--- src/rtl/mic_pkg.sv ---
// Package for the multichannel input qualifier: sizes, codes, register set and
// controller/datapath command and status types. No dependencies.
package mic_pkg;

  localparam int CHANNELS = 16;
  localparam int HISTORY  = 8;

  localparam int CH_W    = (CHANNELS > 1) ? $clog2(CHANNELS) : 1;
  localparam int HIST_W  = (HISTORY > 1) ? $clog2(HISTORY) : 1;
  localparam int FILL_W  = $clog2(HISTORY + 1);
  localparam int SUM_W   = 16 + $clog2(HISTORY);
  localparam int DCNT_W  = $clog2(SUM_W + 1);
  localparam int ADDR_W  = (CHANNELS * HISTORY > 1) ? $clog2(CHANNELS * HISTORY) : 1;
  localparam int IDX_W   = 8;

  localparam logic       OP_PULSE    = 1'b0;
  localparam logic       OP_POLL     = 1'b1;
  localparam logic       KIND_SWITCH = 1'b0;
  localparam logic       KIND_FREQ   = 1'b1;
  localparam logic [1:0] STAT_OK     = 2'd0;
  localparam logic [1:0] STAT_LOW    = 2'd1;
  localparam logic [1:0] STAT_HIGH   = 2'd2;

  localparam logic [IDX_W-1:0] REG_ENABLED   = 8'd0;
  localparam logic [IDX_W-1:0] REG_FREQUENCY = 8'd1;
  localparam logic [IDX_W-1:0] REG_WINDOW    = 8'd2;
  localparam logic [IDX_W-1:0] REG_DEBOUNCE  = 8'd3;
  localparam logic [IDX_W-1:0] REG_LOW       = 8'd4;
  localparam logic [IDX_W-1:0] REG_HIGH      = 8'd5;

  typedef struct packed {
    logic [15:0] enabled_channels;
    logic [15:0] frequency_channels;
    logic [15:0] window_ticks;
    logic [15:0] debounce_ticks;
    logic [15:0] low_limit;
    logic [15:0] high_limit;
  } cfg_t;

  typedef struct packed {
    logic pulse;
    logic poll_start;
    logic sw_step;
    logic fr_tick;
    logic hist_write;
    logic rd_step;
    logic div_start;
    logic fr_emit;
    logic next_ch;
  } cmd_t;

  typedef struct packed {
    logic en;
    logic fr;
    logic close;
    logic flip;
    logic last_ch;
    logic sum_done;
    logic div_done;
    logic out_free;
  } status_t;

endpackage

--- src/rtl/mic_if.sv ---
// Handshake channel interfaces: input word, result word and register write.
// Depends on mic_pkg for widths.
interface mic_in_if;
  logic        valid;
  logic        ready;
  logic        opcode;
  logic [15:0] edge_mask;
  logic [15:0] pin_levels;
  modport source (output valid, opcode, edge_mask, pin_levels, input ready);
  modport sink   (input valid, opcode, edge_mask, pin_levels, output ready);
endinterface

interface mic_out_if;
  logic        valid;
  logic        ready;
  logic [3:0]  channel;
  logic        report_kind;
  logic        switch_level;
  logic [15:0] average_count;
  logic [1:0]  freq_status;
  logic        last;
  modport source (output valid, channel, report_kind, switch_level, average_count,
                  freq_status, last, input ready);
  modport sink   (input valid, channel, report_kind, switch_level, average_count,
                  freq_status, last, output ready);
endinterface

interface mic_cfg_if;
  logic                      valid;
  logic                      ready;
  logic [mic_pkg::IDX_W-1:0] index;
  logic [15:0]               data;
  modport source (output valid, index, data, input ready);
  modport sink   (input valid, index, data, output ready);
endinterface

--- src/rtl/mic_ctrl.sv ---
// Controller: walks the channels of a poll and sequences window close,
// history sum, divide and report. Depends on mic_pkg.
module mic_ctrl (
  input  logic              clk,
  input  logic              rst,
  input  logic              in_valid,
  input  logic              in_opcode,
  output logic              in_ready,
  input  mic_pkg::status_t  st,
  output mic_pkg::cmd_t     cmd
);
  import mic_pkg::*;

  typedef enum logic [2:0] {S_IDLE, S_CHAN, S_READ, S_DIV, S_EMIT} state_t;
  state_t state, state_next;

  always_ff @(posedge clk) begin
    if (rst) state <= S_IDLE;
    else     state <= state_next;
  end

  assign in_ready = (state == S_IDLE);

  always_comb begin
    cmd        = '0;
    state_next = state;
    case (state)
      S_IDLE: begin
        if (in_valid) begin
          if (in_opcode == OP_POLL) begin
            cmd.poll_start = 1'b1;
            state_next     = S_CHAN;
          end else begin
            cmd.pulse = 1'b1;
          end
        end
      end
      S_CHAN: begin
        if (!st.en) begin
          cmd.next_ch = 1'b1;
        end else if (st.fr) begin
          if (st.close) begin
            cmd.hist_write = 1'b1;
            state_next     = S_READ;
          end else begin
            cmd.fr_tick = 1'b1;
            cmd.next_ch = 1'b1;
          end
        end else if (!st.flip || st.out_free) begin
          cmd.sw_step = 1'b1;
          cmd.next_ch = 1'b1;
        end
        if (cmd.next_ch && st.last_ch) state_next = S_IDLE;
      end
      S_READ: begin
        if (st.sum_done) begin
          cmd.div_start = 1'b1;
          state_next    = S_DIV;
        end else begin
          cmd.rd_step = 1'b1;
        end
      end
      S_DIV: begin
        if (st.div_done) state_next = S_EMIT;
      end
      S_EMIT: begin
        if (st.out_free) begin
          cmd.fr_emit = 1'b1;
          cmd.next_ch = 1'b1;
          state_next  = st.last_ch ? S_IDLE : S_CHAN;
        end
      end
      default: state_next = S_IDLE;
    endcase
  end
endmodule

--- src/rtl/mic_dp.sv ---
// Datapath: per-channel counters, history memory, sum, serial divider and
// result register. Depends on mic_pkg.
module mic_dp (
  input  logic              clk,
  input  logic              rst,
  input  mic_pkg::cfg_t     cfg,
  input  logic [15:0]       edge_mask,
  input  logic [15:0]       pin_levels,
  input  mic_pkg::cmd_t     cmd,
  output mic_pkg::status_t  st,
  input  logic              out_ready,
  output logic              out_valid,
  output logic [3:0]        out_channel,
  output logic              out_kind,
  output logic              out_level,
  output logic [15:0]       out_average,
  output logic [1:0]        out_status,
  output logic              out_last
);
  import mic_pkg::*;

  logic              deb   [CHANNELS];
  logic [15:0]       tick  [CHANNELS];
  logic [15:0]       pulse [CHANNELS];
  logic [FILL_W-1:0] fill  [CHANNELS];
  logic [HIST_W-1:0] head  [CHANNELS];
  logic [15:0]       hist_mem [CHANNELS*HISTORY];

  logic [CH_W-1:0]     ch;
  logic [CHANNELS-1:0] pins, rep_mask, mask_next;
  logic [FILL_W-1:0]   rd_idx;
  logic                rd_valid;
  logic [15:0]         rd_data;
  logic [SUM_W-1:0]    acc;
  logic [SUM_W-1:0]    quo;
  logic [FILL_W:0]     rem;
  logic [DCNT_W-1:0]   dcnt;
  logic                div_busy;

  logic [15:0]       tick_inc;
  logic              lvl, close_c, flip_c, full_c;
  logic [HIST_W-1:0] wr_idx;
  logic [ADDR_W-1:0] wr_addr, rd_addr;
  logic [FILL_W:0]   rem_sh;
  logic [15:0]       avg;
  logic [CHANNELS-1:0] above;

  assign tick_inc = (tick[ch] == 16'hFFFF) ? tick[ch] : tick[ch] + 16'd1;
  assign lvl      = pins[ch];
  assign close_c  = tick_inc >= cfg.window_ticks;
  assign flip_c   = (lvl != deb[ch]) && (tick_inc >= cfg.debounce_ticks);
  assign full_c   = (fill[ch] == FILL_W'(HISTORY));
  assign wr_idx   = full_c ? head[ch] : HIST_W'(fill[ch]);
  assign wr_addr  = ADDR_W'(ch) * ADDR_W'(HISTORY) + ADDR_W'(wr_idx);
  assign rd_addr  = ADDR_W'(ch) * ADDR_W'(HISTORY) + ADDR_W'(rd_idx);
  assign rem_sh   = {rem[FILL_W-1:0], quo[SUM_W-1]};
  assign avg      = quo[15:0];
  assign above    = (rep_mask >> ch) >> 1;

  always_comb begin
    for (int i = 0; i < CHANNELS; i++) begin
      logic [15:0] ti;
      ti = (tick[i] == 16'hFFFF) ? tick[i] : tick[i] + 16'd1;
      mask_next[i] = cfg.enabled_channels[i] &&
                     (cfg.frequency_channels[i] ? (ti >= cfg.window_ticks)
                      : ((pin_levels[i] != deb[i]) && (ti >= cfg.debounce_ticks)));
    end
  end

  always_comb begin
    st.en       = cfg.enabled_channels[ch];
    st.fr       = cfg.frequency_channels[ch];
    st.close    = close_c;
    st.flip     = flip_c;
    st.last_ch  = (ch == CH_W'(CHANNELS - 1));
    st.sum_done = (rd_idx == fill[ch]) && !rd_valid;
    st.div_done = div_busy && (dcnt == '0);
    st.out_free = !out_valid || out_ready;
  end

  // per-channel state
  always_ff @(posedge clk) begin
    if (rst) begin
      for (int i = 0; i < CHANNELS; i++) begin
        deb[i]   <= 1'b1;
        tick[i]  <= '0;
        pulse[i] <= '0;
        fill[i]  <= '0;
        head[i]  <= '0;
      end
    end else begin
      if (cmd.pulse) begin
        for (int i = 0; i < CHANNELS; i++)
          if (cfg.enabled_channels[i] && cfg.frequency_channels[i] && edge_mask[i] &&
              pulse[i] != 16'hFFFF)
            pulse[i] <= pulse[i] + 16'd1;
      end
      if (cmd.fr_tick) tick[ch] <= tick_inc;
      if (cmd.sw_step) begin
        if (lvl == deb[ch]) begin
          tick[ch] <= '0;
        end else if (flip_c) begin
          tick[ch] <= '0;
          deb[ch]  <= ~deb[ch];
        end else begin
          tick[ch] <= tick_inc;
        end
      end
      if (cmd.hist_write) begin
        tick[ch]  <= '0;
        pulse[ch] <= '0;
        if (full_c) head[ch] <= (head[ch] == HIST_W'(HISTORY - 1)) ? '0 : head[ch] + 1'b1;
        else        fill[ch] <= fill[ch] + 1'b1;
      end
    end
  end

  always_ff @(posedge clk) begin
    if (cmd.hist_write) hist_mem[wr_addr] <= pulse[ch];
    rd_data <= hist_mem[rd_addr];
  end

  // walk, sum and divide
  always_ff @(posedge clk) begin
    if (rst) begin
      ch       <= '0;
      rd_valid <= 1'b0;
      div_busy <= 1'b0;
    end else begin
      if (cmd.poll_start) ch <= '0;
      else if (cmd.next_ch) ch <= ch + 1'b1;
      if (cmd.hist_write) begin
        rd_idx   <= '0;
        rd_valid <= 1'b0;
        acc      <= '0;
      end
      if (cmd.rd_step) begin
        rd_valid <= (rd_idx != fill[ch]);
        if (rd_idx != fill[ch]) rd_idx <= rd_idx + 1'b1;
        if (rd_valid) acc <= acc + SUM_W'(rd_data);
      end
      if (cmd.div_start) begin
        quo      <= acc;
        rem      <= '0;
        dcnt     <= DCNT_W'(SUM_W);
        div_busy <= 1'b1;
      end else if (div_busy && dcnt != '0) begin
        dcnt <= dcnt - 1'b1;
        if (rem_sh >= (FILL_W+1)'(fill[ch])) begin
          rem <= rem_sh - (FILL_W+1)'(fill[ch]);
          quo <= {quo[SUM_W-2:0], 1'b1};
        end else begin
          rem <= rem_sh;
          quo <= {quo[SUM_W-2:0], 1'b0};
        end
      end else if (cmd.fr_emit) begin
        div_busy <= 1'b0;
      end
    end
  end

  always_ff @(posedge clk) begin
    if (cmd.poll_start) begin
      pins     <= pin_levels[CHANNELS-1:0];
      rep_mask <= mask_next;
    end
  end

  // result register
  always_ff @(posedge clk) begin
    if (rst) begin
      out_valid <= 1'b0;
    end else begin
      if (out_ready) out_valid <= 1'b0;
      if (cmd.sw_step && flip_c) begin
        out_valid    <= 1'b1;
        out_channel  <= 4'(ch);
        out_kind     <= KIND_SWITCH;
        out_level    <= ~deb[ch];
        out_average  <= '0;
        out_status   <= STAT_OK;
        out_last     <= (above == '0);
      end
      if (cmd.fr_emit) begin
        out_valid    <= 1'b1;
        out_channel  <= 4'(ch);
        out_kind     <= KIND_FREQ;
        out_level    <= 1'b0;
        out_average  <= avg;
        if (avg < cfg.low_limit)       out_status <= STAT_LOW;
        else if (avg > cfg.high_limit) out_status <= STAT_HIGH;
        else                           out_status <= STAT_OK;
        out_last     <= (above == '0);
      end
    end
  end
endmodule

--- src/rtl/multichannel_input_qualifier_top.sv ---
// Top level of the multichannel input qualifier: register bank, controller
// and datapath. Depends on mic_pkg, mic_if, mic_ctrl and mic_dp.
//
//  port    dir   word
//  in_ch   sink  opcode, edge_mask, pin_levels
//  out_ch  src   channel, report_kind, switch_level, average_count, freq_status, last
//  cfg     sink  index, data (always ready)
//
// A pulse word is accepted while idle. A poll walks every channel in turn; a
// closing window adds history reads, a serial divide and the report.
// Reset is synchronous; no clearing pass. A full result register stalls the walk.
module multichannel_input_qualifier_top (
  input logic       clk,
  input logic       rst,
  mic_in_if.sink    in_ch,
  mic_out_if.source out_ch,
  mic_cfg_if.sink   cfg
);
  import mic_pkg::*;

  cfg_t    regs;
  cmd_t    cmd;
  status_t st;

  assign cfg.ready = 1'b1;

  always_ff @(posedge clk) begin
    if (rst) begin
      regs.enabled_channels   <= 16'd0;
      regs.frequency_channels <= 16'd0;
      regs.window_ticks       <= 16'd100;
      regs.debounce_ticks     <= 16'd5;
      regs.low_limit          <= 16'd0;
      regs.high_limit         <= 16'hFFFF;
    end else if (cfg.valid) begin
      case (cfg.index)
        REG_ENABLED:   regs.enabled_channels   <= cfg.data;
        REG_FREQUENCY: regs.frequency_channels <= cfg.data;
        REG_WINDOW:    regs.window_ticks       <= cfg.data;
        REG_DEBOUNCE:  regs.debounce_ticks     <= cfg.data;
        REG_LOW:       regs.low_limit          <= cfg.data;
        REG_HIGH:      regs.high_limit         <= cfg.data;
        default: ;
      endcase
    end
  end

  mic_ctrl u_ctrl (
    .clk       (clk),
    .rst       (rst),
    .in_valid  (in_ch.valid),
    .in_opcode (in_ch.opcode),
    .in_ready  (in_ch.ready),
    .st        (st),
    .cmd       (cmd)
  );

  mic_dp u_dp (
    .clk         (clk),
    .rst         (rst),
    .cfg         (regs),
    .edge_mask   (in_ch.edge_mask),
    .pin_levels  (in_ch.pin_levels),
    .cmd         (cmd),
    .st          (st),
    .out_ready   (out_ch.ready),
    .out_valid   (out_ch.valid),
    .out_channel (out_ch.channel),
    .out_kind    (out_ch.report_kind),
    .out_level   (out_ch.switch_level),
    .out_average (out_ch.average_count),
    .out_status  (out_ch.freq_status),
    .out_last    (out_ch.last)
  );
endmodule
--- src/flat_wrapper.sv ---
// flat-port wrapper written by rule: the top's interface ports become plain ports
module multichannel_input_qualifier_top_flat import mic_pkg::*;
  (clk, rst, in_ch_valid, in_ch_opcode, in_ch_edge_mask, in_ch_pin_levels, in_ch_ready, out_ch_valid, out_ch_channel, out_ch_report_kind, out_ch_switch_level, out_ch_average_count, out_ch_freq_status, out_ch_last, out_ch_ready, cfg_valid, cfg_index, cfg_data, cfg_ready);
  mic_in_if in_ch_i ();
  mic_out_if out_ch_i ();
  mic_cfg_if cfg_i ();
  input logic clk;
  input logic rst;
  input wire logic [$bits(in_ch_i.valid)-1:0] in_ch_valid;
  input wire logic [$bits(in_ch_i.opcode)-1:0] in_ch_opcode;
  input wire logic [$bits(in_ch_i.edge_mask)-1:0] in_ch_edge_mask;
  input wire logic [$bits(in_ch_i.pin_levels)-1:0] in_ch_pin_levels;
  output wire logic [$bits(in_ch_i.ready)-1:0] in_ch_ready;
  output wire logic [$bits(out_ch_i.valid)-1:0] out_ch_valid;
  output wire logic [$bits(out_ch_i.channel)-1:0] out_ch_channel;
  output wire logic [$bits(out_ch_i.report_kind)-1:0] out_ch_report_kind;
  output wire logic [$bits(out_ch_i.switch_level)-1:0] out_ch_switch_level;
  output wire logic [$bits(out_ch_i.average_count)-1:0] out_ch_average_count;
  output wire logic [$bits(out_ch_i.freq_status)-1:0] out_ch_freq_status;
  output wire logic [$bits(out_ch_i.last)-1:0] out_ch_last;
  input wire logic [$bits(out_ch_i.ready)-1:0] out_ch_ready;
  input wire logic [$bits(cfg_i.valid)-1:0] cfg_valid;
  input wire logic [$bits(cfg_i.index)-1:0] cfg_index;
  input wire logic [$bits(cfg_i.data)-1:0] cfg_data;
  output wire logic [$bits(cfg_i.ready)-1:0] cfg_ready;
  assign in_ch_i.valid = in_ch_valid;
  assign in_ch_i.opcode = in_ch_opcode;
  assign in_ch_i.edge_mask = in_ch_edge_mask;
  assign in_ch_i.pin_levels = in_ch_pin_levels;
  assign in_ch_ready = in_ch_i.ready;
  assign out_ch_valid = out_ch_i.valid;
  assign out_ch_channel = out_ch_i.channel;
  assign out_ch_report_kind = out_ch_i.report_kind;
  assign out_ch_switch_level = out_ch_i.switch_level;
  assign out_ch_average_count = out_ch_i.average_count;
  assign out_ch_freq_status = out_ch_i.freq_status;
  assign out_ch_last = out_ch_i.last;
  assign out_ch_i.ready = out_ch_ready;
  assign cfg_i.valid = cfg_valid;
  assign cfg_i.index = cfg_index;
  assign cfg_i.data = cfg_data;
  assign cfg_ready = cfg_i.ready;
  multichannel_input_qualifier_top u_core (.clk(clk), .rst(rst), .in_ch(in_ch_i), .out_ch(out_ch_i), .cfg(cfg_i));
endmodule
--- config.mk ---
export PLATFORM = sky130hd
export DESIGN_NAME = multichannel_input_qualifier_top_flat
export DESIGN_NICKNAME = d
export VERILOG_FILES = /design/src/rtl/mic_pkg.sv /design/src/rtl/mic_if.sv /design/src/rtl/mic_ctrl.sv /design/src/rtl/mic_dp.sv /design/src/rtl/multichannel_input_qualifier_top.sv /design/src/flat_wrapper.sv
export SDC_FILE = /design/constraint.sdc
export NUM_CORES = 2
export LEC_CHECK = 0
export BUFFER_PORTS_ARGS = -buffer_cell sky130_fd_sc_hd__buf_2
export CORE_MARGIN = 10
export CORE_UTILIZATION = 60
export CTS_BUF_LIST = sky130_fd_sc_hd__clkbuf_4
export DETAILED_ROUTE_END_ITERATION = 7
export PLACE_DENSITY = 0.84
export SLEW_MARGIN = 30
export SYNTH_ARGS = -nofsm -noshare
export SYNTH_HDL_FRONTEND = slang
export SYNTH_SLANG_ARGS = --single-unit
export TNS_END_PERCENT = 10
--- constraint.sdc ---
create_clock -name clk -period 12.4 [get_ports clk]
set_input_delay 0.62 -clock clk [delete_from_list [all_inputs] [get_ports clk]]
set_output_delay 0.62 -clock clk [all_outputs]
set_load 0.02 [all_outputs]
==> impl_results.md <==
* Status: finished, violations left
* Failing checks: DRC
* Startpoint Class: flip-flop
* WL final at 416000 um
* Crit. path cell count at 18
* Fillers at 14500
* Drt via density at 6.83
* Worst reg2reg path depth at 18
* Hold path start: cfg_data[13]
* Worst path cell trace: buf_4, mux4_2, mux2i_1, a211oi_1, a21boi_1, nand4b_1, nor2_2, mux2_2, ha_1, nand2_1, o21ai_0, a221oi_1, o211ai_1, and3_1, buf_4, nand3_1, nor2_1, buf_4
* Final Cycle Share at 66.2%
* Gr ovfl total at 0
* Htree depth at 6
* Drt drc at 1
* Dpl ws at 4.30 ns
* Die area at 247000 um^2
* Post-synthesis sequential area ratio at 61.4%
* RSZ-0062 raised after global routing: no
* IO Port Bufs at 88
* Setup violators final at 0
* Most used cell, CP: buf_4
* Worst-skew pair later-pin latency at 1.57 ns
* Layout cells sized above 1 at 19.2%
* Largest net degree at the start of global routing at 147
* Drt first pass iters at 8
* Mapped Area at 136000 um^2
* Sum Neg Setup Slack at 0 ns
* CTS root buffer: clkbuf_4
* Placement Rows at 174
* Tot Pwr at 21.8 mW
* Total Routing Usage GR at 33.0%
* EDFF count, synth at 2523
* Buf/Inv on CP at 3
* Vias in the first global route at 93200
* Die Span Y at 497 um
* Mapped Nets at 10300
* Distinct cells, synth at 94
* Setup ws final at 4.19 ns
* CP max FO at 45
* Crit. End Element: flip-flop
* Critical path arrival at 9.43 ns
* FF+latch count, synth at 2921
* Required time worst endpoint at 13.62 ns
* Die X at 497 um
* Placed instance count at 12600
* TritonCTS buffer count at 717
* Relative slew slack at 29.5%
* Skew final at 0.180 ns
* Via count at 95100
* Worst Hold Class: input pin to flip-flop
* DP Wirelength at 262000 um
* Leakage at 54.6 nW
* Max-slew violation count at 0
* Maximum buffer depth of the clock tree at 4
* Initial antenna violation count at 30
* Worst path slowest cell: nor2_1
* Yosys warns at 0
* Main synth FF type: edfxtp_1
* Post-synth ARST share at 0%
* Core area at 225000 um^2
* MaxCap Viol Count at 0
* Hold depth at 4
* Slew @ Worst Pin at 1.06 ns
* Clk slew on worst S/H paths at 0.07 ns
* PwrDens at 144 nW/um^2
* I/O Pins at 90
* Global-route wire length before repair at 603000 um
* Drt initial violations at 13200
* Maximum VDD drop at 0.000143 V
* Commonest cells after routing, fill and taps aside: 2523 x edfxtp_1, 1059 x clkbuf_4, 959 x nor2_1
* Post-CTS Setup Bufs at 0
* Area growth syn-to-layout at 11.0%
* Critical path type: flip-flop to flip-flop
* Final hold violations at 0
* Fmax achieved at 122 MHz
* Final Wtd Congestion at 1.01
* Most common cell after layout, fill and taps aside: edfxtp_1
* Final ANT Viol Nets at 0
* Post-Synthesis Cells at 9660
* Crit-path max cell delay at 0.83 ns
* Synth Area per Inst at 14.1 um^2
* CTS tree: yes
* Routed WL per cell at 29.9 um
* Min Clock Period, post-route at 8.21 ns
* Crit-path leading delay family: simple AND/OR/NAND/NOR gates
* Clock sinks at 2921
* Final layout net count at 11100
* Fin cells at 13900
* Initial Utilization at 60.5%
[report_power, final]
group          internal (mW)  switching (mW)
registers               10.6           0.131
logic                   1.05            1.93
clock network           4.12            3.90
total                   15.8            5.96
[kinds of logic (layout without fill, tap and decap cells)]
| logic type | count (synthesis) | after routing | share of synthesized area [%] |
|---|---|---|---|
| compound gates | 1507 | 1507 | 7.61 |
| buf+inv | 632 | 1880 | 1.88 |
| mux | 1105 | 1105 | 12.3 |
| simple gates | 2446 | 2446 | 8.32 |
| fa+ha+maj | 609 | 609 | 5.60 |
| flops | 2921 | 2921 | 61.4 |
| xor+xnor | 439 | 439 | 2.83 |
| other cells | 1 | 25 | 0.00275 |
[layout make-up]
type / count / area, um^2 / area share (%)
diodes: 24 / 60.1 / 0.0397
clock buffers: 1059 / 7950 / 5.25
clock inverters: 182 / 1030 / 0.684
inverters: 166 / 629 / 0.416
multi-input cells: 6107 / 50400 / 33.3
flip-flops and latches: 2921 / 83700 / 55.3
well taps: 2992 / 3740 / 2.47
repair buffers: 473 / 3770 / 2.49
[final timing paths]
| path | endpoint | slack (ns) |
|---|---|---|
| setup / recovery | u_core.u_dp.hist_mem[61][0]$_DFFE_PP_ | 4.19 |
| hold / removal | u_core.regs[13]$_SDFFE_PP1P_ | 0.14 |
| setup reg to reg | u_core.u_dp.hist_mem[61][0]$_DFFE_PP_ | 4.19 |
| hold reg to reg | u_core.regs[63]$_SDFFE_PP0P_ | 0.46 |
[repair_timing]
| action | 4_1_cts | 5_1_grt |
|---|---|---|
| endpoints found under the hold margin | 231 | 0 |
| gates resized for setup | 0 | 0 |
| hold buffers | 94 | 0 |
[worst reg2reg max path, cell delays in order, from the launching register on]
cell and delay (ns):
dfxtp_4 0.77, buf_4 0.83, mux4_2 0.45, mux2i_1 0.12
a211oi_1 0.53, a21boi_1 0.51, nand4b_1 0.42, nor2_2 0.58
mux2_2 0.42, ha_1 0.28, nand2_1 0.05, o21ai_0 0.17
a221oi_1 0.14, o211ai_1 0.26, and3_1 0.21, buf_4 0.32
nand3_1 0.78, nor2_1 0.85, buf_4 0.29
[cell usage after synthesis, drive strengths merged (9+ instances only)]
library cell	count	share of area, %
o22ai	146	0.67
nor2	963	2.7
nor2b	61	0.28
dfxtp	398	5.8
mux2	45	0.37
mux4	456	7.5
o221ai	251	1.6
o2111ai	20	0.13
mux2i	604	4.4
nand3	253	0.97
ha	607	5.6
nor4	18	0.11
nand4	114	0.52
xor2	182	1.2
nand2	574	1.6
a31oi	26	0.12
and2	59	0.27
and3	81	0.37
a2111oi	27	0.19
or4	12	0.066
a211o	13	0.084
a22o	11	0.071
and4	70	0.45
a22oi	16	0.088
a211oi	99	0.55
a21o	122	0.67
nand4b	9	0.058
o211ai	53	0.29
edfxtp	2523	56
a311oi	11	0.071
o31ai	23	0.13
inv	163	0.45
o41ai	17	0.11
or3	17	0.078
or2	15	0.069
o21a	53	0.29
buf	159	0.58
nor3	121	0.45
nand2b	57	0.26
a21oi	347	1.3
clkbuf	307	0.85
xnor2	257	1.7
a221oi	15	0.12
o21ai	198	0.73
[registers in the layout, summed over array words and instances, names as in the netlist, 19 cells and up, named ones only]
| register | count |
|---|---|
| u_core.u_dp.hist_mem | 2048 |
| u_core.regs | 96 |
| u_core.u_dp.quo | 19 |
| u_core.u_dp.acc | 19 |
| u_core.u_dp.tick | 256 |
| u_core.u_dp.head | 48 |
| u_core.u_dp.fill | 64 |
| u_core.u_dp.pulse | 256 |
[metal layers]
metal  global-route usage [%]  vias up  routed length [um]
met5                        0        -                 151
met4                     23.1       24               34000
met3                     10.7     1770               57700
met2                     49.9     7832              186000
met1                     40.4    45800              139000
li1                         -    39600                   -
[stage by stage]
stage	area (um^2)	util (%)	hold slack, ns
final	151000	67.2	0.137
after global routing	151000	67.2	0.0432
after CTS	151000	67.1	0.00157
after detailed placement	141000	62.7	0.450
after global placement	141000	62.6	0.441
after floorplan	136000	-	0.436
No activity file was read; power rests on OpenSTA's default activity.
